$ cat config.mk
export PLATFORM = sky130hd
export DESIGN_NAME = prime_split_trial_division_unit_flat
export DESIGN_NICKNAME = d
export VERILOG_FILES = /design/src/sv/pstd_pkg.sv /design/src/sv/pstd_if.sv /design/src/sv/pstd_sequencer.sv /design/src/sv/pstd_datapath.sv /design/src/sv/prime_split_trial_division_unit.sv /design/src/flat_wrapper.sv
export SDC_FILE = /design/constraint.sdc
export NUM_CORES = 1
export LEC_CHECK = 0
export ABC_AREA = 1
export BUFFER_PORTS_ARGS = -buffer_cell sky130_fd_sc_hd__buf_4
export CAP_MARGIN = 0
export CORE_MARGIN = 2
export CORE_UTILIZATION = 25
export DETAILED_ROUTE_END_ITERATION = 6
export GPL_TIMING_DRIVEN = 0
export PLACE_DENSITY_LB_ADDON = 0.1
export SLEW_MARGIN = 20
export SYNTH_ARGS = -nofsm -noshare
export SYNTH_HDL_FRONTEND = slang
export SYNTH_SLANG_ARGS = --single-unit
$ cat constraint.sdc
create_clock -name clk_i -period 8.18 [get_ports clk_i]
set_input_delay 1.227 -clock clk_i [delete_from_list [all_inputs] [get_ports clk_i]]
set_output_delay 1.227 -clock clk_i [all_outputs]
set_load 0.005 [all_outputs]
$ cat src/sv/pstd_pkg.sv
`timescale 1ns / 1ps
// Shared types and constants for the prime split trial-division unit.
// Holds the microcode word layout and datapath widths; no dependencies.
package pstd_pkg;

  localparam int NUM_W         = 16;            // width of the value field
  localparam int POS_W         = 10;            // width of a list position
  localparam int DIV_W         = NUM_W / 2 + 1; // divisor and remainder width
  localparam int BIT_W         = $clog2(NUM_W); // bit index of the long division
  localparam int PC_W          = 3;             // microprogram counter width

  localparam int VALUE_BITS_DEF = 16;
  localparam int MAX_SET_DEF    = 1024;

  typedef enum logic [2:0] {
    OP_NOP,
    OP_WAIT,
    OP_SMALL,
    OP_SQUARE,
    OP_DIV,
    OP_REM,
    OP_EMIT
  } op_e;

  typedef enum logic [1:0] {
    SEQ_JUMP,
    SEQ_IF_FLAG,
    SEQ_HOLD_IF_FLAG
  } seq_e;

  typedef logic [PC_W-1:0] upc_t;

  typedef struct packed {
    op_e  op;
    seq_e seq;
    upc_t target;
  } uword_t;

  localparam upc_t UPC_WAIT   = 3'd0;
  localparam upc_t UPC_SMALL  = 3'd1;
  localparam upc_t UPC_SQUARE = 3'd2;
  localparam upc_t UPC_DIV    = 3'd3;
  localparam upc_t UPC_REM    = 3'd4;
  localparam upc_t UPC_EMIT   = 3'd5;

endpackage

$ cat src/sv/pstd_if.sv
`timescale 1ns / 1ps
// Valid/ready channel interfaces for the input items and the result items.
// Depends on pstd_pkg for the field widths.
interface pstd_in_if;
  logic                        valid;
  logic                        ready;
  logic [pstd_pkg::NUM_W-1:0]  value;
  logic                        last_of_set;

  modport source (output valid, output value, output last_of_set, input ready);
  modport sink   (input valid, input value, input last_of_set, output ready);
endinterface

interface pstd_out_if;
  logic                        valid;
  logic                        ready;
  logic [pstd_pkg::NUM_W-1:0]  number;
  logic                        is_prime;
  logic [pstd_pkg::POS_W-1:0]  list_position;
  logic                        end_of_set;

  modport source (output valid, output number, output is_prime, output list_position,
                  output end_of_set, input ready);
  modport sink   (input valid, input number, input is_prime, input list_position,
                  input end_of_set, output ready);
endinterface

$ cat src/sv/pstd_sequencer.sv
`timescale 1ns / 1ps
// Microprogram counter and control store of the trial-division unit.
// Depends on pstd_pkg for the control word and the opcode encoding.
module pstd_sequencer (
  input  logic          clk_i,
  input  logic          rst_ni,
  input  logic          flag_i,
  output pstd_pkg::op_e op_o
);
  import pstd_pkg::*;

  upc_t   pc_q, pc_d;
  uword_t uword;

  // Control store. The flag comes back from the datapath and means
  // something different for each opcode.
  always_comb begin
    case (pc_q)
      UPC_WAIT:   uword = '{op: OP_WAIT,   seq: SEQ_HOLD_IF_FLAG, target: UPC_SMALL};
      UPC_SMALL:  uword = '{op: OP_SMALL,  seq: SEQ_IF_FLAG,      target: UPC_EMIT};
      UPC_SQUARE: uword = '{op: OP_SQUARE, seq: SEQ_IF_FLAG,      target: UPC_EMIT};
      UPC_DIV:    uword = '{op: OP_DIV,    seq: SEQ_HOLD_IF_FLAG, target: UPC_REM};
      UPC_REM:    uword = '{op: OP_REM,    seq: SEQ_IF_FLAG,      target: UPC_SQUARE};
      UPC_EMIT:   uword = '{op: OP_EMIT,   seq: SEQ_HOLD_IF_FLAG, target: UPC_WAIT};
      default:    uword = '{op: OP_NOP,    seq: SEQ_JUMP,         target: UPC_WAIT};
    endcase
  end

  always_comb begin
    case (uword.seq)
      SEQ_JUMP:         pc_d = uword.target;
      SEQ_IF_FLAG:      pc_d = flag_i ? uword.target : pc_q + 1'b1;
      SEQ_HOLD_IF_FLAG: pc_d = flag_i ? pc_q : uword.target;
      default:          pc_d = UPC_WAIT;
    endcase
  end

  always_ff @(posedge clk_i or negedge rst_ni) begin
    if (!rst_ni) begin
      pc_q <= UPC_WAIT;
    end else begin
      pc_q <= pc_d;
    end
  end

  assign op_o = uword.op;

endmodule

$ cat src/sv/pstd_datapath.sv
`timescale 1ns / 1ps
// Datapath of the trial-division unit: value and divisor registers, a
// one-bit-per-cycle remainder unit, the two list counters and the result
// register. Depends on pstd_pkg and the channel interfaces in pstd_if.
module pstd_datapath #(
  parameter int VALUE_BITS = pstd_pkg::VALUE_BITS_DEF,
  parameter int MAX_SET    = pstd_pkg::MAX_SET_DEF
) (
  input  logic          clk_i,
  input  logic          rst_ni,
  input  pstd_pkg::op_e op_i,
  output logic          flag_o,
  pstd_in_if.sink       in_i,
  pstd_out_if.source    out_o
);
  import pstd_pkg::*;

  localparam int EffBits = (VALUE_BITS < NUM_W) ? VALUE_BITS : NUM_W;
  localparam logic [NUM_W-1:0] ValMask = {NUM_W{1'b1}} >> (NUM_W - EffBits);
  localparam int WrapAt = (MAX_SET < (1 << POS_W)) ? MAX_SET : (1 << POS_W);

  logic [NUM_W-1:0]   val_q;
  logic               last_q;
  logic [DIV_W-1:0]   div_q;
  logic [DIV_W-1:0]   rem_q;
  logic [BIT_W-1:0]   bit_q;
  logic               prime_q;
  logic [POS_W-1:0]   pcnt_q, pcnt_d;
  logic [POS_W-1:0]   kcnt_q, kcnt_d;
  logic               out_valid_q, out_valid_d;

  logic [NUM_W-1:0]   number_q;
  logic               is_prime_q;
  logic [POS_W-1:0]   pos_q;
  logic               end_q;

  logic               accept;
  logic               out_busy;
  logic               emit;
  logic [2*DIV_W-1:0] square;
  logic [DIV_W:0]     shifted;
  logic [DIV_W-1:0]   rem_next;
  logic [POS_W-1:0]   pos;

  function automatic logic [POS_W-1:0] bump(input logic [POS_W-1:0] c);
    logic [POS_W:0] n;
    n = {1'b0, c} + 1'b1;
    return (n >= (POS_W+1)'(WrapAt)) ? '0 : n[POS_W-1:0];
  endfunction

  assign in_i.ready = (op_i == OP_WAIT);
  assign accept     = in_i.valid && in_i.ready;
  assign out_busy   = out_valid_q && !out_o.ready;
  assign emit       = (op_i == OP_EMIT) && !out_busy;

  // Trial division stops once the divisor squared passes the value.
  assign square   = div_q * div_q;
  // Restoring long division step: bring down one bit of the value.
  assign shifted  = {rem_q, val_q[bit_q]};
  assign rem_next = (shifted >= {1'b0, div_q}) ? DIV_W'(shifted - {1'b0, div_q})
                                                : shifted[DIV_W-1:0];
  assign pos      = prime_q ? pcnt_q : kcnt_q;

  always_comb begin
    case (op_i)
      OP_WAIT:   flag_o = !accept;
      OP_SMALL:  flag_o = (val_q < NUM_W'(2));
      OP_SQUARE: flag_o = (square > (2*DIV_W)'(val_q));
      OP_DIV:    flag_o = (bit_q != '0);
      OP_REM:    flag_o = (rem_q != '0);
      OP_EMIT:   flag_o = out_busy;
      default:   flag_o = 1'b0;
    endcase
  end

  always_ff @(posedge clk_i) begin
    case (op_i)
      OP_WAIT: begin
        if (accept) begin
          val_q  <= in_i.value & ValMask;
          last_q <= in_i.last_of_set;
        end
      end
      OP_SMALL: begin
        div_q   <= DIV_W'(2);
        prime_q <= 1'b0;
      end
      OP_SQUARE: begin
        prime_q <= 1'b1;
        rem_q   <= '0;
        bit_q   <= BIT_W'(NUM_W - 1);
      end
      OP_DIV: begin
        rem_q <= rem_next;
        bit_q <= bit_q - 1'b1;
      end
      OP_REM: begin
        // After two, only odd divisors are worth trying.
        if (rem_q == '0) begin
          prime_q <= 1'b0;
        end else if (div_q == DIV_W'(2)) begin
          div_q <= DIV_W'(3);
        end else begin
          div_q <= div_q + DIV_W'(2);
        end
      end
      default: begin
      end
    endcase
    if (emit) begin
      number_q   <= val_q;
      is_prime_q <= prime_q;
      pos_q      <= pos;
      end_q      <= last_q;
    end
  end

  always_comb begin
    pcnt_d      = pcnt_q;
    kcnt_d      = kcnt_q;
    out_valid_d = out_valid_q;
    if (out_o.ready) begin
      out_valid_d = 1'b0;
    end
    if (emit) begin
      out_valid_d = 1'b1;
      if (last_q) begin
        pcnt_d = '0;
        kcnt_d = '0;
      end else if (prime_q) begin
        pcnt_d = bump(pcnt_q);
      end else begin
        kcnt_d = bump(kcnt_q);
      end
    end
  end

  always_ff @(posedge clk_i or negedge rst_ni) begin
    if (!rst_ni) begin
      pcnt_q      <= '0;
      kcnt_q      <= '0;
      out_valid_q <= 1'b0;
    end else begin
      pcnt_q      <= pcnt_d;
      kcnt_q      <= kcnt_d;
      out_valid_q <= out_valid_d;
    end
  end

  assign out_o.valid         = out_valid_q;
  assign out_o.number        = number_q;
  assign out_o.is_prime      = is_prime_q;
  assign out_o.list_position = pos_q;
  assign out_o.end_of_set    = end_q;

endmodule

$ cat src/sv/prime_split_trial_division_unit.sv
`timescale 1ns / 1ps
// Classifies each input value as prime or not by trial division and reports
// its position in the prime list or the kept list; an item with last_of_set
// clears both counts after its own result. Values 0 and 1 are not prime.
// One item is worked on at a time, under a six-step microprogram. A value
// below two goes from the small-value check straight to the emit step.
// Otherwise each divisor tried (two, then the odd numbers up to the square
// root) passes through the square check, the division step and the
// remainder check, and the remainder is formed one bit per cycle over all 16
// bits of the value. The emit step waits while an earlier result is still
// undelivered; the unit then returns to the wait step, ready for the next
// item. The result waits in an output register, so the next item is taken
// while it is still undelivered.
// Depends on pstd_pkg, pstd_if, pstd_sequencer and pstd_datapath.
module prime_split_trial_division_unit #(
  parameter int VALUE_BITS = pstd_pkg::VALUE_BITS_DEF,
  parameter int MAX_SET    = pstd_pkg::MAX_SET_DEF
) (
  input  logic       clk_i,
  input  logic       rst_ni,
  pstd_in_if.sink    in_i,
  pstd_out_if.source out_o
);
  import pstd_pkg::*;

  op_e  op;
  logic flag;

  pstd_sequencer u_seq (
    .clk_i  (clk_i),
    .rst_ni (rst_ni),
    .flag_i (flag),
    .op_o   (op)
  );

  pstd_datapath #(
    .VALUE_BITS (VALUE_BITS),
    .MAX_SET    (MAX_SET)
  ) u_dp (
    .clk_i  (clk_i),
    .rst_ni (rst_ni),
    .op_i   (op),
    .flag_o (flag),
    .in_i   (in_i),
    .out_o  (out_o)
  );

endmodule
$ cat src/flat_wrapper.sv
// flat-port wrapper written by rule: the top's interface ports become plain ports
module prime_split_trial_division_unit_flat import pstd_pkg::*;
#(
  parameter int VALUE_BITS = pstd_pkg::VALUE_BITS_DEF,
  parameter int MAX_SET    = pstd_pkg::MAX_SET_DEF
)
  (clk_i, rst_ni, in_i_valid, in_i_value, in_i_last_of_set, in_i_ready, out_o_valid, out_o_number, out_o_is_prime, out_o_list_position, out_o_end_of_set, out_o_ready);
  pstd_in_if in_i_i ();
  pstd_out_if out_o_i ();
  input  logic clk_i;
  input  logic rst_ni;
  input wire logic [$bits(in_i_i.valid)-1:0] in_i_valid;
  input wire logic [$bits(in_i_i.value)-1:0] in_i_value;
  input wire logic [$bits(in_i_i.last_of_set)-1:0] in_i_last_of_set;
  output wire logic [$bits(in_i_i.ready)-1:0] in_i_ready;
  output wire logic [$bits(out_o_i.valid)-1:0] out_o_valid;
  output wire logic [$bits(out_o_i.number)-1:0] out_o_number;
  output wire logic [$bits(out_o_i.is_prime)-1:0] out_o_is_prime;
  output wire logic [$bits(out_o_i.list_position)-1:0] out_o_list_position;
  output wire logic [$bits(out_o_i.end_of_set)-1:0] out_o_end_of_set;
  input wire logic [$bits(out_o_i.ready)-1:0] out_o_ready;
  assign in_i_i.valid = in_i_valid;
  assign in_i_i.value = in_i_value;
  assign in_i_i.last_of_set = in_i_last_of_set;
  assign in_i_ready = in_i_i.ready;
  assign out_o_valid = out_o_i.valid;
  assign out_o_number = out_o_i.number;
  assign out_o_is_prime = out_o_i.is_prime;
  assign out_o_list_position = out_o_i.list_position;
  assign out_o_end_of_set = out_o_i.end_of_set;
  assign out_o_i.ready = out_o_ready;
  prime_split_trial_division_unit #(.VALUE_BITS(VALUE_BITS), .MAX_SET(MAX_SET)) u_core (.clk_i(clk_i), .rst_ni(rst_ni), .in_i(in_i_i), .out_o(out_o_i));
endmodule
==> flow_metrics.env <==
export IMPL_cts_sinks=92
export IMPL_cts_hold_buf=0
export IMPL_grt_usage=0.1240
export IMPL_dpl_cell_area_um2=8035
export IMPL_synth_distinct_cells=44
export IMPL_synthCells=824
export IMPL_floorplan_initialDensity=0.2557
export IMPL_grt_pass1_vias=5674
export IMPL_tightest_slew_ns=0.7045
export IMPL_cts_resized=0
export IMPL_yosys_warnings=0
export IMPL_synth_area_um2=7163
export IMPL_crit_family="adder cells"
export IMPL_startpoint="u_core.u_dp.div_q[6]"
export IMPL_worstPathRequired_ns=8.43
export IMPL_worstSetupPathType="reg2reg"
export IMPL_grt_ovfl_total=0
export IMPL_finalSetupTns_ns=0
export IMPL_insertion_delay_ns=0.36
export IMPL_finalCritPeriodShare=0.7903
export IMPL_avgSynthCellArea_um2=8.693
export IMPL_crit_path_frequent_cell="nand2_1"
export IMPL_fp_dieH_um=173.3
export IMPL_whs_path_depth=0
export IMPL_dp_hpwl_mm=14.37
export IMPL_timing_rr_start="u_core.u_dp.div_q[6]"
export IMPL_rows=61
export IMPL_die_area_um2=30020
export IMPL_wire_per_inst_um=13.96
export IMPL_maxCapViolations=0
export IMPL_layout_drive_gt1_share=0.1054
export IMPL_synth_seq_cells=92
export IMPL_io_pins=51
export IMPL_gp_congestion=0.7474
export IMPL_hold_path_end="u_core.u_dp.out_o.number[10]"
export IMPL_antenna_found_initial=0
export IMPL_arrival_ns=6.71
export IMPL_clock_path_buffers=2
export IMPL_hold_class="reg2reg"
export IMPL_netlist_area_leader_share=0.2851
export IMPL_die_x_um=173.3
export IMPL_insertedDiodeCount=0
export IMPL_synth_fp_nets=949
export IMPL_drcViolationCount=0
export IMPL_crit_path_start_kind="flip-flop"
export IMPL_post_cts_setup_buffer_count=0
export IMPL_cp_slowest_cell="fa_1"
export IMPL_maxSlewViolCount=0
export IMPL_fin_nets=1012
export IMPL_slew_headroom=0.5303
export IMPL_final_area_um2=8346
export IMPL_via_per_inst=4.313
export IMPL_synth_enable_flop_cells=68
export IMPL_min_from="u_core.u_dp.val_q[10]"
export IMPL_r2r_slack_ns=1.72
export IMPL_synthTopCellsByArea="edfxtp_1 29%, ha_1 12%, fa_1 10%"
export IMPL_totalWireLength_mm=17.73
export IMPL_cts_root_buf="clkbuf_16"
export IMPL_grt_max_degree=30
export IMPL_synthArstFlopShare=0.2609
export IMPL_status="finished, final reports clean"
export IMPL_final_hold_viol_count=0
export IMPL_grt_first_pass_wirelength_mm=29.81
export IMPL_drt_iter0_drc=228
export IMPL_timing_fmax_ghz=0.1547
export IMPL_port_buffers=50
export IMPL_reg2reg_to="u_core.u_seq.pc_q[2]"
export IMPL_reg2reg_depth=32
export IMPL_setup_violations=0
export IMPL_htreeDepth=3
export IMPL_final_core_util=0.2979
export IMPL_rsz0062_at_grt="false"
export IMPL_clk_pin_slew_ns=0.08
export IMPL_hold_slack_ns=0.4704
export IMPL_cts_buffers=9
export IMPL_num_vias=5478
export IMPL_worstSetupEndpointType="flip-flop"
export IMPL_seq_area_frac_synth=0.3689
export IMPL_crit_buf_inv=7
export IMPL_period_needed_ns=6.465
export IMPL_yosysTopAreaCell="edfxtp_1"
export IMPL_syn_to_final_growth_pct=16.51
export IMPL_core_area_um2=28010
export IMPL_finClkSkew_ns=0.01384
export IMPL_tritoncts="done"
export IMPL_dr_pass1_iters=4
export IMPL_ant_nets=0
export IMPL_cpPeakStageDelay_ns=0.63
export IMPL_synth_ff_type="edfxtp_1"
export IMPL_cp_max_fo=10
-- stage by stage --
stage | setup WS, ns | std cells
detailed placement | 1.634 | 1254
global route | 1.178 | 1270
floorplan | 2.600 | 824
finish | 1.715 | 1270
CTS | 1.598 | 1270
global placement | 1.605 | 1252
-- worst max-delay path by stage --
stage | slack, ns | to | depth (start not counted)
floorplan | 2.60 | u_core.u_seq.pc_q[2] | 32
global placement | 1.60 | u_core.u_seq.pc_q[0] | 32
detailed placement | 1.63 | u_core.u_seq.pc_q[2] | 32
CTS | 1.60 | u_core.u_seq.pc_q[2] | 32
global route | 1.18 | u_core.u_seq.pc_q[0] | 32
finish | 1.72 | u_core.u_seq.pc_q[2] | 32
-- cell usage after synthesis (2+ instances only) --
master and number:
o21bai_1 2, inv_2 3, nand2_4 2, nand4_1 7, a21oi_1 52, xnor2_1 9, nand2_2 2, o21ai_0 43
fa_1 36, nor2_1 53, buf_2 2, a31oi_1 2, nor3_1 16, nand3_1 35, a21o_1 2, clkbuf_1 13
xor2_1 23, ha_1 68, dfrtp_1 24, a31o_2 3, o21a_1 4, nor4_1 4, a211oi_1 2, inv_1 165
nor3b_1 3, nor2_4 4, edfxtp_1 68, nand2_1 159, o21ai_1 3
-- cell type report --
type                            instances  area (µm²)
Timing Repair Buffer                   52       390.4
Clock buffer                           11       264.0
Buffer                                 15       58.81
Sequential cell                        92        2643
Clock inverter                          5       46.29
Multi-Input combinational cell        547        3830
Inverter                              170       640.6
Fill cell                            3043       19670
Tap cell                              378       473.0
-- cell usage in the layout (no fill, tap or decap), types with 7 or more instances in the layout --
| cell | netlist | routed |
|---|---|---|
| nand3_1 | 35 | 35 |
| o21ai_0 | 43 | 42 |
| nand4_1 | 7 | 7 |
| xor2_1 | 23 | 23 |
| a21oi_1 | 52 | 52 |
| dfrtp_1 | 24 | 24 |
| nand2_1 | 159 | 159 |
| nor3_1 | 16 | 15 |
| clkbuf_1 | 13 | 13 |
| fa_1 | 36 | 36 |
| edfxtp_1 | 68 | 68 |
| inv_1 | 165 | 164 |
| nor2_1 | 53 | 53 |
| clkbuf_16 | 0 | 10 |
| buf_4 | 0 | 52 |
| ha_1 | 68 | 68 |
| xnor2_1 | 9 | 9 |
-- state kept, by name, indices dropped and copies added, names as in the netlist --
| register | cells |
|---|---|
| u_core.u_dp.out_o.number | 16 |
| u_core.u_dp.val_q | 16 |
| u_core.u_dp.out_o.valid | 1 |
| u_core.u_dp.kcnt_q | 10 |
| u_core.u_dp.out_o.is_prime | 1 |
| u_core.u_dp.prime_q | 1 |
| u_core.u_dp.rem_q | 9 |
| u_core.u_seq.pc_q | 3 |
| u_core.u_dp.bit_q | 4 |
| u_core.u_dp.out_o.list_position | 10 |
| u_core.u_dp.last_q | 1 |
| u_core.u_dp.out_o.end_of_set | 1 |
| u_core.u_dp.pcnt_q | 10 |
| u_core.u_dp.div_q | 9 |
-- logic make-up (layout without fill, tap and decap cells) --
group / count (synthesis) / after routing / synth area share
simple gates: 291 / 291 / 0.1811
buf+inv: 185 / 253 / 0.09764
compound gates: 120 / 120 / 0.09380
fa+ha+maj: 104 / 104 / 0.2194
flops: 92 / 92 / 0.3689
xor+xnor: 32 / 32 / 0.03913
-- routing by layer --
layer | vias to the layer above | global-route usage | share of wire
met2 | 62 | 0.2082 | 0.47
met4 | 0 | 0.03213 | 0.011
li1 | 2793 | - | -
met3 | 14 | 0.01864 | 0.028
met1 | 2609 | 0.1670 | 0.49
met5 | - | 0 | 0
Power is not shown: default switching activity piles up to over one toggle a cycle in this logic, so the estimate is an artifact.
